$ cat config.mk
export PLATFORM = sky130hd
export DESIGN_NAME = shift_rotate_unit_8_16_core
export DESIGN_NICKNAME = d
export VERILOG_FILES = /design/src/sv/sru_pkg.sv /design/src/sv/shift_rotate_unit_8_16_core.sv /design/src/sv/sru_count.sv /design/src/sv/sru_shifter.sv
export SDC_FILE = /design/constraint.sdc
export NUM_CORES = 1
export LEC_CHECK = 0
export ABC_AREA = 1
export ABC_CLOCK_PERIOD_IN_PS = 5700
export BUFFER_PORTS_ARGS = -buffer_cell sky130_fd_sc_hd__buf_2
export CAP_MARGIN = 20
export CELL_PAD_IN_SITES_DETAIL_PLACEMENT = 0
export CELL_PAD_IN_SITES_GLOBAL_PLACEMENT = 1
export CORE_MARGIN = 2
export CORE_UTILIZATION = 43
export CTS_CLUSTER_DIAMETER = 60
export CTS_CLUSTER_SIZE = 8
export DETAILED_ROUTE_END_ITERATION = 12
export GPL_TIMING_DRIVEN = 0
export PLACE_DENSITY = 0.88
export SLEW_MARGIN = 0
export SYNTH_ARGS = -nofsm -noshare
export SYNTH_HDL_FRONTEND = slang
export SYNTH_HIERARCHICAL = 1
export SYNTH_SLANG_ARGS = --single-unit
$ cat constraint.sdc
create_clock -name clock -period 5.7 [get_ports clock]
set_input_delay 1.14 -clock clock [delete_from_list [all_inputs] [get_ports clock]]
set_output_delay 1.14 -clock clock [all_outputs]
set_load 0.02 [all_outputs]
$ cat src/sv/sru_pkg.sv
package sru_pkg;

   localparam int unsigned OperandWidth = 16;
   localparam int unsigned ClWidth      = 8;
   localparam int unsigned AmtWidth     = 5;

   // Shifts by more than this many places give the same answer as this.
   localparam logic [AmtWidth-1:0] ShiftClamp = 5'd17;
   // Rotate-through-carry lengths (operand plus carry) for the two widths.
   localparam logic [AmtWidth-1:0] RclLenWide = 5'd17;
   localparam logic [AmtWidth-1:0] RclLenByte = 5'd9;

   typedef enum logic [2:0] {
      OP_ROL   = 3'd0,
      OP_ROR   = 3'd1,
      OP_RCL   = 3'd2,
      OP_RCR   = 3'd3,
      OP_SHL   = 3'd4,
      OP_SHR   = 3'd5,
      OP_SETMO = 3'd6,
      OP_SAR   = 3'd7
   } op_type;

   // One captured request beat.
   typedef struct packed {
      op_type                  opcode;
      logic                    wide;
      logic                    use_cl;
      logic [OperandWidth-1:0] operand;
      logic [ClWidth-1:0]      cl_count;
      logic                    carry_in;
      logic                    aux_in;
   } req_type;

   // Count reduced to the amounts each operation class needs.
   typedef struct packed {
      logic                is_zero;
      logic                cl_zero;
      logic [3:0]          rot_amt;
      logic [AmtWidth-1:0] rcl_amt;
      logic [AmtWidth-1:0] sh_amt;
   } cnt_type;

   // One response beat.
   typedef struct packed {
      logic [OperandWidth-1:0] result;
      logic                    carry_out;
      logic                    overflow_out;
      logic                    sign_out;
      logic                    zero_out;
      logic                    parity_out;
      logic                    aux_out;
      logic                    carry_overflow_written;
      logic                    arith_flags_written;
   } rsp_type;

endpackage

$ cat src/sv/shift_rotate_unit_8_16_core.sv
// Group-2 shift/rotate unit for an 8086-style execute stage. Each request
// beat carries one ROL/ROR/RCL/RCR/SHL/SHR/SETMO/SAR on an 8- or 16-bit
// operand with a count of one or CL (0..255, not masked). The response beat
// carries the result, CF/OF/SF/ZF/PF/AF and two write marks saying which
// flags the instruction updates; unwritten flags come back as CF and AF
// passed through, the rest zero. A request beat passes through one capture
// register, then a single-pass barrel shifter with flag logic into the
// response register. Throughput is one beat per clock; the only
// back-pressure is rsp_stall, and a request is still taken while a finished
// response waits as long as the capture register is empty.
module shift_rotate_unit_8_16_core import sru_pkg::*; (
   input  logic        clock,
   input  logic        reset,

   input  logic        req_valid,
   output logic        req_stall,
   input  logic [2:0]  req_opcode,
   input  logic        req_wide,
   input  logic        req_use_cl,
   input  logic [15:0] req_operand,
   input  logic [7:0]  req_cl_count,
   input  logic        req_carry_in,
   input  logic        req_aux_in,

   output logic        rsp_valid,
   input  logic        rsp_stall,
   output logic [15:0] rsp_result,
   output logic        rsp_carry_out,
   output logic        rsp_overflow_out,
   output logic        rsp_sign_out,
   output logic        rsp_zero_out,
   output logic        rsp_parity_out,
   output logic        rsp_aux_out,
   output logic        rsp_carry_overflow_written,
   output logic        rsp_arith_flags_written
);

   // Capture stage
   logic    s1_valid_ff, s1_valid_in;
   req_type s1_ff, s1_in;

   // Response stage
   logic    rsp_valid_ff, rsp_valid_in;
   rsp_type rsp_ff, rsp_in;

   logic    out_free;   // response register can take a beat this cycle
   logic    s1_free;    // capture register can take a beat this cycle
   logic    req_fire;

   cnt_type cnt;
   rsp_type calc;

   assign out_free  = !rsp_valid_ff || !rsp_stall;
   assign s1_free   = !s1_valid_ff || out_free;
   assign req_stall = !s1_free;
   assign req_fire  = req_valid && s1_free;

   always_comb begin
      s1_valid_in = s1_free ? req_valid : s1_valid_ff;
      s1_in       = s1_ff;
      if (req_fire) begin
         s1_in.opcode   = op_type'(req_opcode);
         s1_in.wide     = req_wide;
         s1_in.use_cl   = req_use_cl;
         s1_in.operand  = req_operand;
         s1_in.cl_count = req_cl_count;
         s1_in.carry_in = req_carry_in;
         s1_in.aux_in   = req_aux_in;
      end
   end

   // Count reduction: mod width for rotates, mod width+1 through carry,
   // clamp for shifts.
   sru_count u_count (
      .req (s1_ff),
      .cnt (cnt)
   );

   // Barrel shifter plus flag generation.
   sru_shifter u_shifter (
      .req (s1_ff),
      .cnt (cnt),
      .rsp (calc)
   );

   always_comb begin
      rsp_valid_in = out_free ? s1_valid_ff : rsp_valid_ff;
      rsp_in       = (out_free && s1_valid_ff) ? calc : rsp_ff;
   end

   always_ff @(posedge clock) begin
      if (reset) begin
         s1_valid_ff  <= 1'b0;
         rsp_valid_ff <= 1'b0;
      end else begin
         s1_valid_ff  <= s1_valid_in;
         rsp_valid_ff <= rsp_valid_in;
      end
   end

   // Payload registers, no reset needed.
   always_ff @(posedge clock) begin
      s1_ff  <= s1_in;
      rsp_ff <= rsp_in;
   end

   assign rsp_valid                  = rsp_valid_ff;
   assign rsp_result                 = rsp_ff.result;
   assign rsp_carry_out              = rsp_ff.carry_out;
   assign rsp_overflow_out           = rsp_ff.overflow_out;
   assign rsp_sign_out               = rsp_ff.sign_out;
   assign rsp_zero_out               = rsp_ff.zero_out;
   assign rsp_parity_out             = rsp_ff.parity_out;
   assign rsp_aux_out                = rsp_ff.aux_out;
   assign rsp_carry_overflow_written = rsp_ff.carry_overflow_written;
   assign rsp_arith_flags_written    = rsp_ff.arith_flags_written;

`ifndef SYNTHESIS
   // Arithmetic flags are only written together with CF/OF.
   a_arith_implies_co: assert property (@(posedge clock) disable iff (reset)
      rsp_valid_ff && rsp_ff.arith_flags_written |-> rsp_ff.carry_overflow_written)
      else $error("arith flags written without carry/overflow");

   // Unwritten SF/ZF/PF read back as zero.
   a_unwritten_zero: assert property (@(posedge clock) disable iff (reset)
      rsp_valid_ff && !rsp_ff.arith_flags_written
         |-> !rsp_ff.sign_out && !rsp_ff.zero_out && !rsp_ff.parity_out)
      else $error("unwritten arithmetic flag not zero");

   // A blocked response must not let the captured beat drop out.
   a_s1_held: assert property (@(posedge clock) disable iff (reset)
      s1_valid_ff && rsp_valid_ff && rsp_stall |=> s1_valid_ff && $stable(s1_ff))
      else $error("capture stage lost a beat under stall");
`endif

endmodule

$ cat src/sv/sru_count.sv
module sru_count import sru_pkg::*; (
   input  req_type req,
   output cnt_type cnt
);

   logic [ClWidth-1:0]  count;
   logic [AmtWidth-1:0] diff17;
   logic [AmtWidth-1:0] mod17;
   logic [6:0]          fold64;
   logic [AmtWidth-1:0] diff9;
   logic [AmtWidth-1:0] mod9;

   assign count = req.use_cl ? req.cl_count : 8'd1;

   // mod 17: 16 == -1, so low nibble minus high nibble.
   assign diff17 = {1'b0, count[3:0]} - {1'b0, count[7:4]};
   assign mod17  = diff17[AmtWidth-1] ? diff17 + RclLenWide : diff17;

   // mod 9: 64 == 1, fold to <= 66; then 8 == -1 on the folded value.
   assign fold64 = {5'd0, count[7:6]} + {1'b0, count[5:0]};
   assign diff9  = {2'd0, fold64[2:0]} - {1'b0, fold64[6:3]};
   assign mod9   = diff9[AmtWidth-1] ? diff9 + RclLenByte : diff9;

   always_comb begin
      cnt.is_zero = (count == '0);
      cnt.cl_zero = req.use_cl && (req.cl_count == '0);
      cnt.rot_amt = req.wide ? count[3:0] : {1'b0, count[2:0]};
      cnt.rcl_amt = req.wide ? mod17 : mod9;
      cnt.sh_amt  = (count > {3'd0, ShiftClamp}) ? ShiftClamp : count[AmtWidth-1:0];
   end

endmodule

$ cat src/sv/sru_shifter.sv
module sru_shifter import sru_pkg::*; (
   input  req_type req,
   input  cnt_type cnt,
   output rsp_type rsp
);

   logic [15:0] v;
   logic [7:0]  v8;
   logic [15:0] mask;

   logic [31:0] rol16, ror16;
   logic [15:0] rol8, ror8;
   logic [33:0] rcl17, rcr17;
   logic [17:0] rcl9, rcr9;
   logic [32:0] shl;
   logic [16:0] shr;
   logic [15:0] sar_src;
   logic [16:0] sar;

   logic [15:0] res;
   logic        cf;
   logic        msb;
   logic        nmsb;

   assign v8   = req.operand[7:0];
   assign v    = req.wide ? req.operand : {8'd0, v8};
   assign mask = req.wide ? 16'hFFFF : 16'h00FF;

   assign rol16 = {v, v} << cnt.rot_amt;
   assign ror16 = {v, v} >> cnt.rot_amt;
   assign rol8  = {v8, v8} << cnt.rot_amt[2:0];
   assign ror8  = {v8, v8} >> cnt.rot_amt[2:0];

   // Carry sits above the operand; rotate the (width+1)-bit ring.
   assign rcl17 = {req.carry_in, v, req.carry_in, v} << cnt.rcl_amt;
   assign rcr17 = {req.carry_in, v, req.carry_in, v} >> cnt.rcl_amt;
   assign rcl9  = {req.carry_in, v8, req.carry_in, v8} << cnt.rcl_amt;
   assign rcr9  = {req.carry_in, v8, req.carry_in, v8} >> cnt.rcl_amt;

   assign shl     = {17'd0, v} << cnt.sh_amt;
   assign shr     = {v, 1'b0} >> cnt.sh_amt;
   assign sar_src = req.wide ? v : {{8{v8[7]}}, v8};
   assign sar     = 17'($signed({sar_src, 1'b0}) >>> cnt.sh_amt);

   always_comb begin
      res = v;
      cf  = req.carry_in;
      case (req.opcode)
         OP_ROL: begin
            res = req.wide ? rol16[31:16] : {8'd0, rol8[15:8]};
            cf  = res[0];
         end
         OP_ROR: begin
            res = req.wide ? ror16[15:0] : {8'd0, ror8[7:0]};
            cf  = req.wide ? res[15] : res[7];
         end
         OP_RCL: begin
            res = req.wide ? rcl17[32:17] : {8'd0, rcl9[16:9]};
            cf  = req.wide ? rcl17[33] : rcl9[17];
         end
         OP_RCR: begin
            res = req.wide ? rcr17[15:0] : {8'd0, rcr9[7:0]};
            cf  = req.wide ? rcr17[16] : rcr9[8];
         end
         OP_SHL: begin
            res = shl[15:0] & mask;
            cf  = req.wide ? shl[16] : shl[8];
         end
         OP_SHR: begin
            res = shr[16:1];
            cf  = shr[0];
         end
         OP_SAR: begin
            res = sar[16:1] & mask;
            cf  = sar[0];
         end
         default: begin
            res = v;
            cf  = req.carry_in;
         end
      endcase
   end

   assign msb  = req.wide ? res[15] : res[7];
   assign nmsb = req.wide ? res[14] : res[6];

   always_comb begin
      rsp.result                 = v;
      rsp.carry_out              = req.carry_in;
      rsp.overflow_out           = 1'b0;
      rsp.sign_out               = 1'b0;
      rsp.zero_out               = 1'b0;
      rsp.parity_out             = 1'b0;
      rsp.aux_out                = req.aux_in;
      rsp.carry_overflow_written = 1'b0;
      rsp.arith_flags_written    = 1'b0;
      if (req.opcode == OP_SETMO) begin
         rsp.result = cnt.cl_zero ? 16'd0 : mask;
      end else if (!cnt.is_zero) begin
         rsp.result                 = res;
         rsp.carry_out              = cf;
         rsp.carry_overflow_written = 1'b1;
         if (req.opcode == OP_ROL || req.opcode == OP_RCL || req.opcode == OP_SHL) begin
            rsp.overflow_out = msb ^ cf;
         end else begin
            rsp.overflow_out = msb ^ nmsb;
         end
         if (req.opcode == OP_SHL || req.opcode == OP_SHR || req.opcode == OP_SAR) begin
            rsp.arith_flags_written = 1'b1;
            rsp.sign_out            = msb;
            rsp.zero_out            = (res == 16'd0);
            rsp.parity_out          = ~^res[7:0];
            rsp.aux_out             = (req.opcode == OP_SHL) ? (req.aux_in | res[4]) : 1'b0;
         end
      end
   end

endmodule

# Word-level counts from Yosys, hierarchy flattened

Index checks and enable logic that the tools add are counted.

$add $sub $neg: 5
Magnitude comparators: 1
Equality and inequality tests: 7
Shifts and indexed selects: 11
Muxes and demuxes: 29
Bitwise logic cells: 6
Reduce and logical (&&, ||, !) cells: 20

Operator list:

| cell                                                                             | count |
|---|---|
| 16-bit two-way mux                                                               | 9 |
| 16-bit one-hot mux with 7 select lines                                           | 1 |
| 34-bit by 5-bit << shifter with 34-bit output                                    | 1 |
| 34-bit by 5-bit right shift with 17-bit output                                   | 1 |
| 16-bit AND                                                                       | 2 |
| 32-bit by 4-bit << shifter with 32-bit output                                    | 1 |
| 32-bit by 4-bit right shift with 16-bit output                                   | 1 |
| 24-bit two-way mux                                                               | 1 |
| 5-bit two-way mux                                                                | 4 |
| 18-bit by 5-bit << shifter with 18-bit output                                    | 1 |
| 18-bit by 5-bit right shift with 9-bit output                                    | 1 |
| 16-bit by 5-bit << shifter with 17-bit output                                    | 1 |
| 17-bit by 5-bit right shift with 17-bit output                                   | 1 |
| 17-bit by 5-bit >>> shifter with 17-bit output                                   | 1 |
| 16-bit logical NOT                                                               | 1 |
| 8-bit logical NOT                                                                | 2 |
| 8-bit two-way mux                                                                | 2 |
| 16-bit by 3-bit << shifter with 16-bit output                                    | 1 |
| 16-bit by 3-bit right shift with 8-bit output                                    | 1 |
| 3-bit equality test (second input constant)                                      | 4 |
| 1-bit two-way mux                                                                | 9 |
| 8-bit by 5-bit greater-than comparator with 1-bit output (second input constant) | 1 |
| 4-bit two-way mux                                                                | 2 |
| 8-bit XNOR reduction                                                             | 1 |
| 17 further kinds                                                                 | 29 |

Bits in registers: 57
Output and inout port bits: 26
Word-level logic and storage cells: 97

# Longest topological paths before layout

Depth after elaboration: 14
Gate-level depth with buffers: 39

# Hierarchy

The synthesis kept the hierarchy.

Modules (own cells, without submodules):

| module                      | times used | cells each | area an instance (µm²) |
|---|---|---|---|
| sru_shifter                 | 1          | 1659       | 7642.3 |
| shift_rotate_unit_8_16_core | 1          | 67         | 1742.9 |
| sru_count                   | 1          | 159        | 857.1 |

# Worst setup path after synthesis

Ideal clock, no wire load.

Path kind: register to register
Start: register s1_ff[26] (netlist name)
End: register rsp_ff, in the netlist rsp_parity_out, data pin
Setup time: 257 ps
Arrival: 4513 ps
Data required time: 5443 ps
Setup slack: 930 ps
Stages on the path, launching flop included: 36
Buffers on the path: 2
Cell sequence: edfxtp_1 > buf_6 > inv_4 > nor2_4 > inv_1 > ha_1 > a22oi_1 > o21ai_0 > a21oi_1 > ha_1 > inv_1 > fa_1 > nand2_1 > nand2_1 > nand2_4 > xor2_1 > o21ai_0 > inv_2 > buf_6 > nand2_4 > nand2_1 > nand2_1 > inv_2 > a21oi_2 > inv_1 > nand2_1 > nand3_1 > a32oi_1 > o21ai_0 > a21oi_1 > nand2_1 > o21ai_0 > ha_1 > xor2_1 > xnor2_1 > nor2_1

RTL lines:

| item                   | RTL line                           | source |
|---|---|---|
| from (decl)            | shift_rotate_unit_8_16_core.sv:40  | `req_type s1_ff, s1_in;` |
| from (signal assigned) | shift_rotate_unit_8_16_core.sv:103 | `s1_ff <= s1_in;` |
| to (signal assigned)   | shift_rotate_unit_8_16_core.sv:104 | `rsp_ff <= rsp_in;` |
| to (decl)              | shift_rotate_unit_8_16_core.sv:44  | `rsp_type rsp_ff, rsp_in;` |

==> qor.txt <==
CTS
----------------------------------------------------------------------------------------
Clock latency of the later-clocked register in the worst-skew pair ........       340 ps
Inserted Clock Buffers ....................................................            9
Number of buffers added to fix hold violations after cts ..................            0
TritonCTS clock tree ......................................................          yes
Clock slew seen by the registers of the worst setup and hold paths ........        60 ps
Count of clock tree sinks .................................................           57
Root Buffer Master ........................................................ sky130_fd_sc_hd__clkbuf_16
Number of buffers on the longest clock path ...............................            2
CTS H-tree lvls ...........................................................            3

POWER AND IR DROP
----------------------------------------------------------------------------------------
Max rail drop VDD .........................................................     151.2 uV
Power density of the placed cells ......................................... 294.5 nW/um^2
Total Power ...............................................................     3.477 mW
Leakage power total .......................................................     5.816 nW

SETUP PATH
----------------------------------------------------------------------------------------
Startpoint class of the critical path .....................................     register
R2R depth .................................................................           31
Critical path data arrival time ...........................................      5650 ps
Worst reg2reg path endpoint ............................................... rsp_parity_out$_DFFE_PP_
Critical path data required time ..........................................      5780 ps
Slowest cell on crit path ................................................. sky130_fd_sc_hd__fa_2
R2r startpoint ............................................................ s1_ff[26]$_DFFE_PP_
Type of the worst setup path .............................................. register to register
Timing startpoint of the critical path .................................... s1_ff[26]$_DFFE_PP_
Minimum setup slack among reg-to-reg paths ................................       130 ps
Capture point of the worst path ........................................... rsp_parity_out$_DFFE_PP_
Slowest stage delay, CP ...................................................       610 ps
Endpoint type of the worst setup path .....................................     register
Crit path max fanout ......................................................           10

GLOBAL ROUTE
----------------------------------------------------------------------------------------
Via count of the first global-routing pass ................................       13,170
Initial antenna violation count ...........................................            2
First-pass GRT wire length ................................................ 80,560 microns
Aggregate global-route resource usage .....................................       44.09%
Pin count of the biggest net entering global routing ......................           26
Aggregate global routing overflow .........................................            0

DETAILED ROUTING
----------------------------------------------------------------------------------------
DR iter-0 viols ...........................................................        2,403
Number of vias per cell after detailed routing ............................        6.336
Drt wl/cell ............................................................... 24.08 microns
Final routed wirelength across all metal layers ........................... 55,310 microns
Antenna Nets Post-Route ...................................................            0
Number of search-and-repair iterations in the first detailed-routing pass .            7
Total via count after detailed routing ....................................       14,550
Number of design rule violations left after detail routing ................            0

FLOORPLAN
----------------------------------------------------------------------------------------
Row cnt ...................................................................           56
Chip Width ................................................................ 158.3 microns
Io pins ...................................................................           61
Die Height ................................................................ 158.3 microns
Core box area ............................................................. 23,400 sq um
Area of the die ........................................................... 25,070 sq um
Initial Utilization .......................................................       43.77%

PLACEMENT
----------------------------------------------------------------------------------------
Hpwl dp ................................................................... 41,570 microns
Placed Instances ..........................................................        2,266
Port Buffers ..............................................................           60
Placer Congestion .........................................................        1.111
Setup slack at placement ..................................................    -705.0 ps

OUTCOME
----------------------------------------------------------------------------------------
Outcome ...................................................................    completed

TIMING
----------------------------------------------------------------------------------------
Max_slew headroom .........................................................       17.16%
Min Clock Period, post-route ..............................................      5568 ps
Total Neg Setup Slack .....................................................         0 ps
Final Worst Setup Slack ...................................................     132.3 ps
Clock skew after layout ...................................................     8.022 ps
Period Utilization, post-route ............................................       97.68%
Final Hold Vio Count ......................................................            0
Achievable clock frequency ................................................    179.6 MHz
Slew @ Worst Pin ..........................................................      1231 ps
Final setup viols .........................................................            0
Final max-slew violation count ............................................            0

JOB
----------------------------------------------------------------------------------------
Max-cap violation count ...................................................            0

CELLS AND AREA
----------------------------------------------------------------------------------------
Ant diodes ................................................................            0
Area overhead of the layout relative to synthesis .........................       15.27%
Net total in the final layout .............................................        2,024
Final cell count without fillers ..........................................        2,297
Layout cells sized above 1 ................................................       14.71%

HOLD PATH
----------------------------------------------------------------------------------------
Hold WC Path Type ......................................................... register to register

SYNTHESIS
----------------------------------------------------------------------------------------
Number of nets in the synthesized netlist .................................        1,936
Cells after Synth .........................................................        1,885
Synthesis Warnings ........................................................            6
Register area share after synthesis .......................................       16.52%
Number of flip-flops and latches in the synthesized netlist ...............           57
Synthesized area per cell .................................................  5.434 sq um
Number of distinct standard cells referenced by the synthesized netlist ...           53
Synthesized cell area ..................................................... 10,240 sq um

==> state kept, by name (all words and copies together), names as in the netlist <==
name                        cells
s1_ff                          31
rsp_result                     16
rsp_arith_flags_written         1
rsp_aux_out                     1
rsp_carry_out                   1
rsp_carry_overflow_written      1
rsp_overflow_out                1
rsp_parity_out                  1
rsp_sign_out                    1
rsp_valid                       1
rsp_zero_out                    1
s1_valid_ff                     1
==> per-layer routing <==
layer	vias to the layer above	part of all wire, %	track usage [%]
met5	-	0.074	0
met4	6	9.3	30.03
met3	332	14	16.60
met2	1177	41	65.69
met1	6539	35	52.57
li1	6499	-	-
==> area by class of cell <==
cell class              instances  area, sq um
clock buffers                  12        256.5
flip-flops and latches         57         1692
plain buffers                 104        671.9
fillers                      2571        11600
clock inverters                 4        76.32
repair buffers                 77        452.9
well taps                     319        399.1
multi-input cells            1584         7716
inverters                     140        541.8
==> cells in the final DEF (no fill, tap or decap), types with 23 or more instances in the layout <==
cell / instances
sky130_fd_sc_hd__o21ai_1: 34
sky130_fd_sc_hd__nand2_1: 708
sky130_fd_sc_hd__edfxtp_1: 55
sky130_fd_sc_hd__clkbuf_1: 23
sky130_fd_sc_hd__inv_1: 113
sky130_fd_sc_hd__nor2_1: 89
sky130_fd_sc_hd__nand3_1: 375
sky130_fd_sc_hd__nand2_2: 26
sky130_fd_sc_hd__o21ai_0: 82
sky130_fd_sc_hd__buf_4: 27
sky130_fd_sc_hd__a21oi_1: 83
sky130_fd_sc_hd__buf_2: 93
sky130_fd_sc_hd__o211ai_1: 24
==> Yosys cell counts (all sizes together) <==
cell,n,area share [%]
a211oi,3,0.22
a21boi,2,0.15
a21oi,89,4.4
a22oi,2,0.15
a31oi,11,0.67
a32oi,1,0.086
and2,10,0.61
buf,80,4.6
clkbuf,24,0.88
clkinv,4,0.16
dfxtp,2,0.39
edfxtp,55,16
fa,1,0.20
ha,15,1.8
inv,136,5.1
nand2,739,28
nand3,391,20
nand3b,3,0.22
nand4,13,0.79
nor2,107,4.6
nor3,11,0.70
nor4,1,0.061
o2111ai,4,0.34
o211a,1,0.098
o211ai,25,1.9
o21a,6,0.45
o21ai,127,6.4
o21bai,1,0.073
o22ai,6,0.37
o311ai,3,0.26
or2,4,0.24
xnor2,3,0.26
xor2,5,0.43
==> worst min-delay path by stage <==
stage,startpoint,end,cells after the start
after floorplan,s1_valid_ff$_SDFFE_PP0P_,rsp_valid$_SDFFE_PP0P_,2
after global placement,s1_valid_ff$_SDFFE_PP0P_,rsp_valid$_SDFFE_PP0P_,2
after detailed placement,s1_valid_ff$_SDFFE_PP0P_,s1_valid_ff$_SDFFE_PP0P_,2
after CTS,s1_valid_ff$_SDFFE_PP0P_,s1_valid_ff$_SDFFE_PP0P_,2
after global routing,s1_valid_ff$_SDFFE_PP0P_,s1_valid_ff$_SDFFE_PP0P_,2
final,s1_valid_ff$_SDFFE_PP0P_,s1_valid_ff$_SDFFE_PP0P_,2
==> metrics by stage <==
step                      utilization (%)  cell area, sq um  hold WS, ps
after floorplan                         -             10240        456.9
after global placement              46.75             10940        463.0
after detailed placement            46.95             10990        490.6
after CTS                           48.72             11400        498.3
after global routing                50.45             11810        514.3
final                               50.45             11810        493.2
==> what timing repair did <==
item                       in CTS  in global routing
cloned                          0                  1
pin swaps                       1                 17
buffers inserted                1                 13
setup endpoints to repair       8                 12
resized for setup              28                103
==> critical path: cells and delay by family, from the launching register on <==
family                   cells  cell delay [ps]
adder cells (fa/ha/maj)      5             1390
AO/OA/AOI/OAI                7             1190
AND/OR/NAND/NOR             10             1060
buffers and inverters        7              870
flip-flops                   1              420
XOR/XNOR                     2              350
==> power breakdown <==
group          switching (mW)  internal [mW]  total, mW
clock network           0.212          0.408      0.620
logic                    1.64          0.682       2.32
registers              0.0370          0.502      0.539
==> cell families (layout without fill, tap and decap cells) <==
family                     count (synthesis)  in the layout  synth area share, %
adders and majority gates                 16             16                2.028
xor gates and xnor gates                   8              8               0.6841
DFF                                       57             57                16.52
AOI/OAI and AO/OA                        281            281                15.51
and+or+nand+nor                         1279           1279                54.54
buffers and inverters                    244            337                10.71
Note: power is estimated with default switching activity, not from simulation.
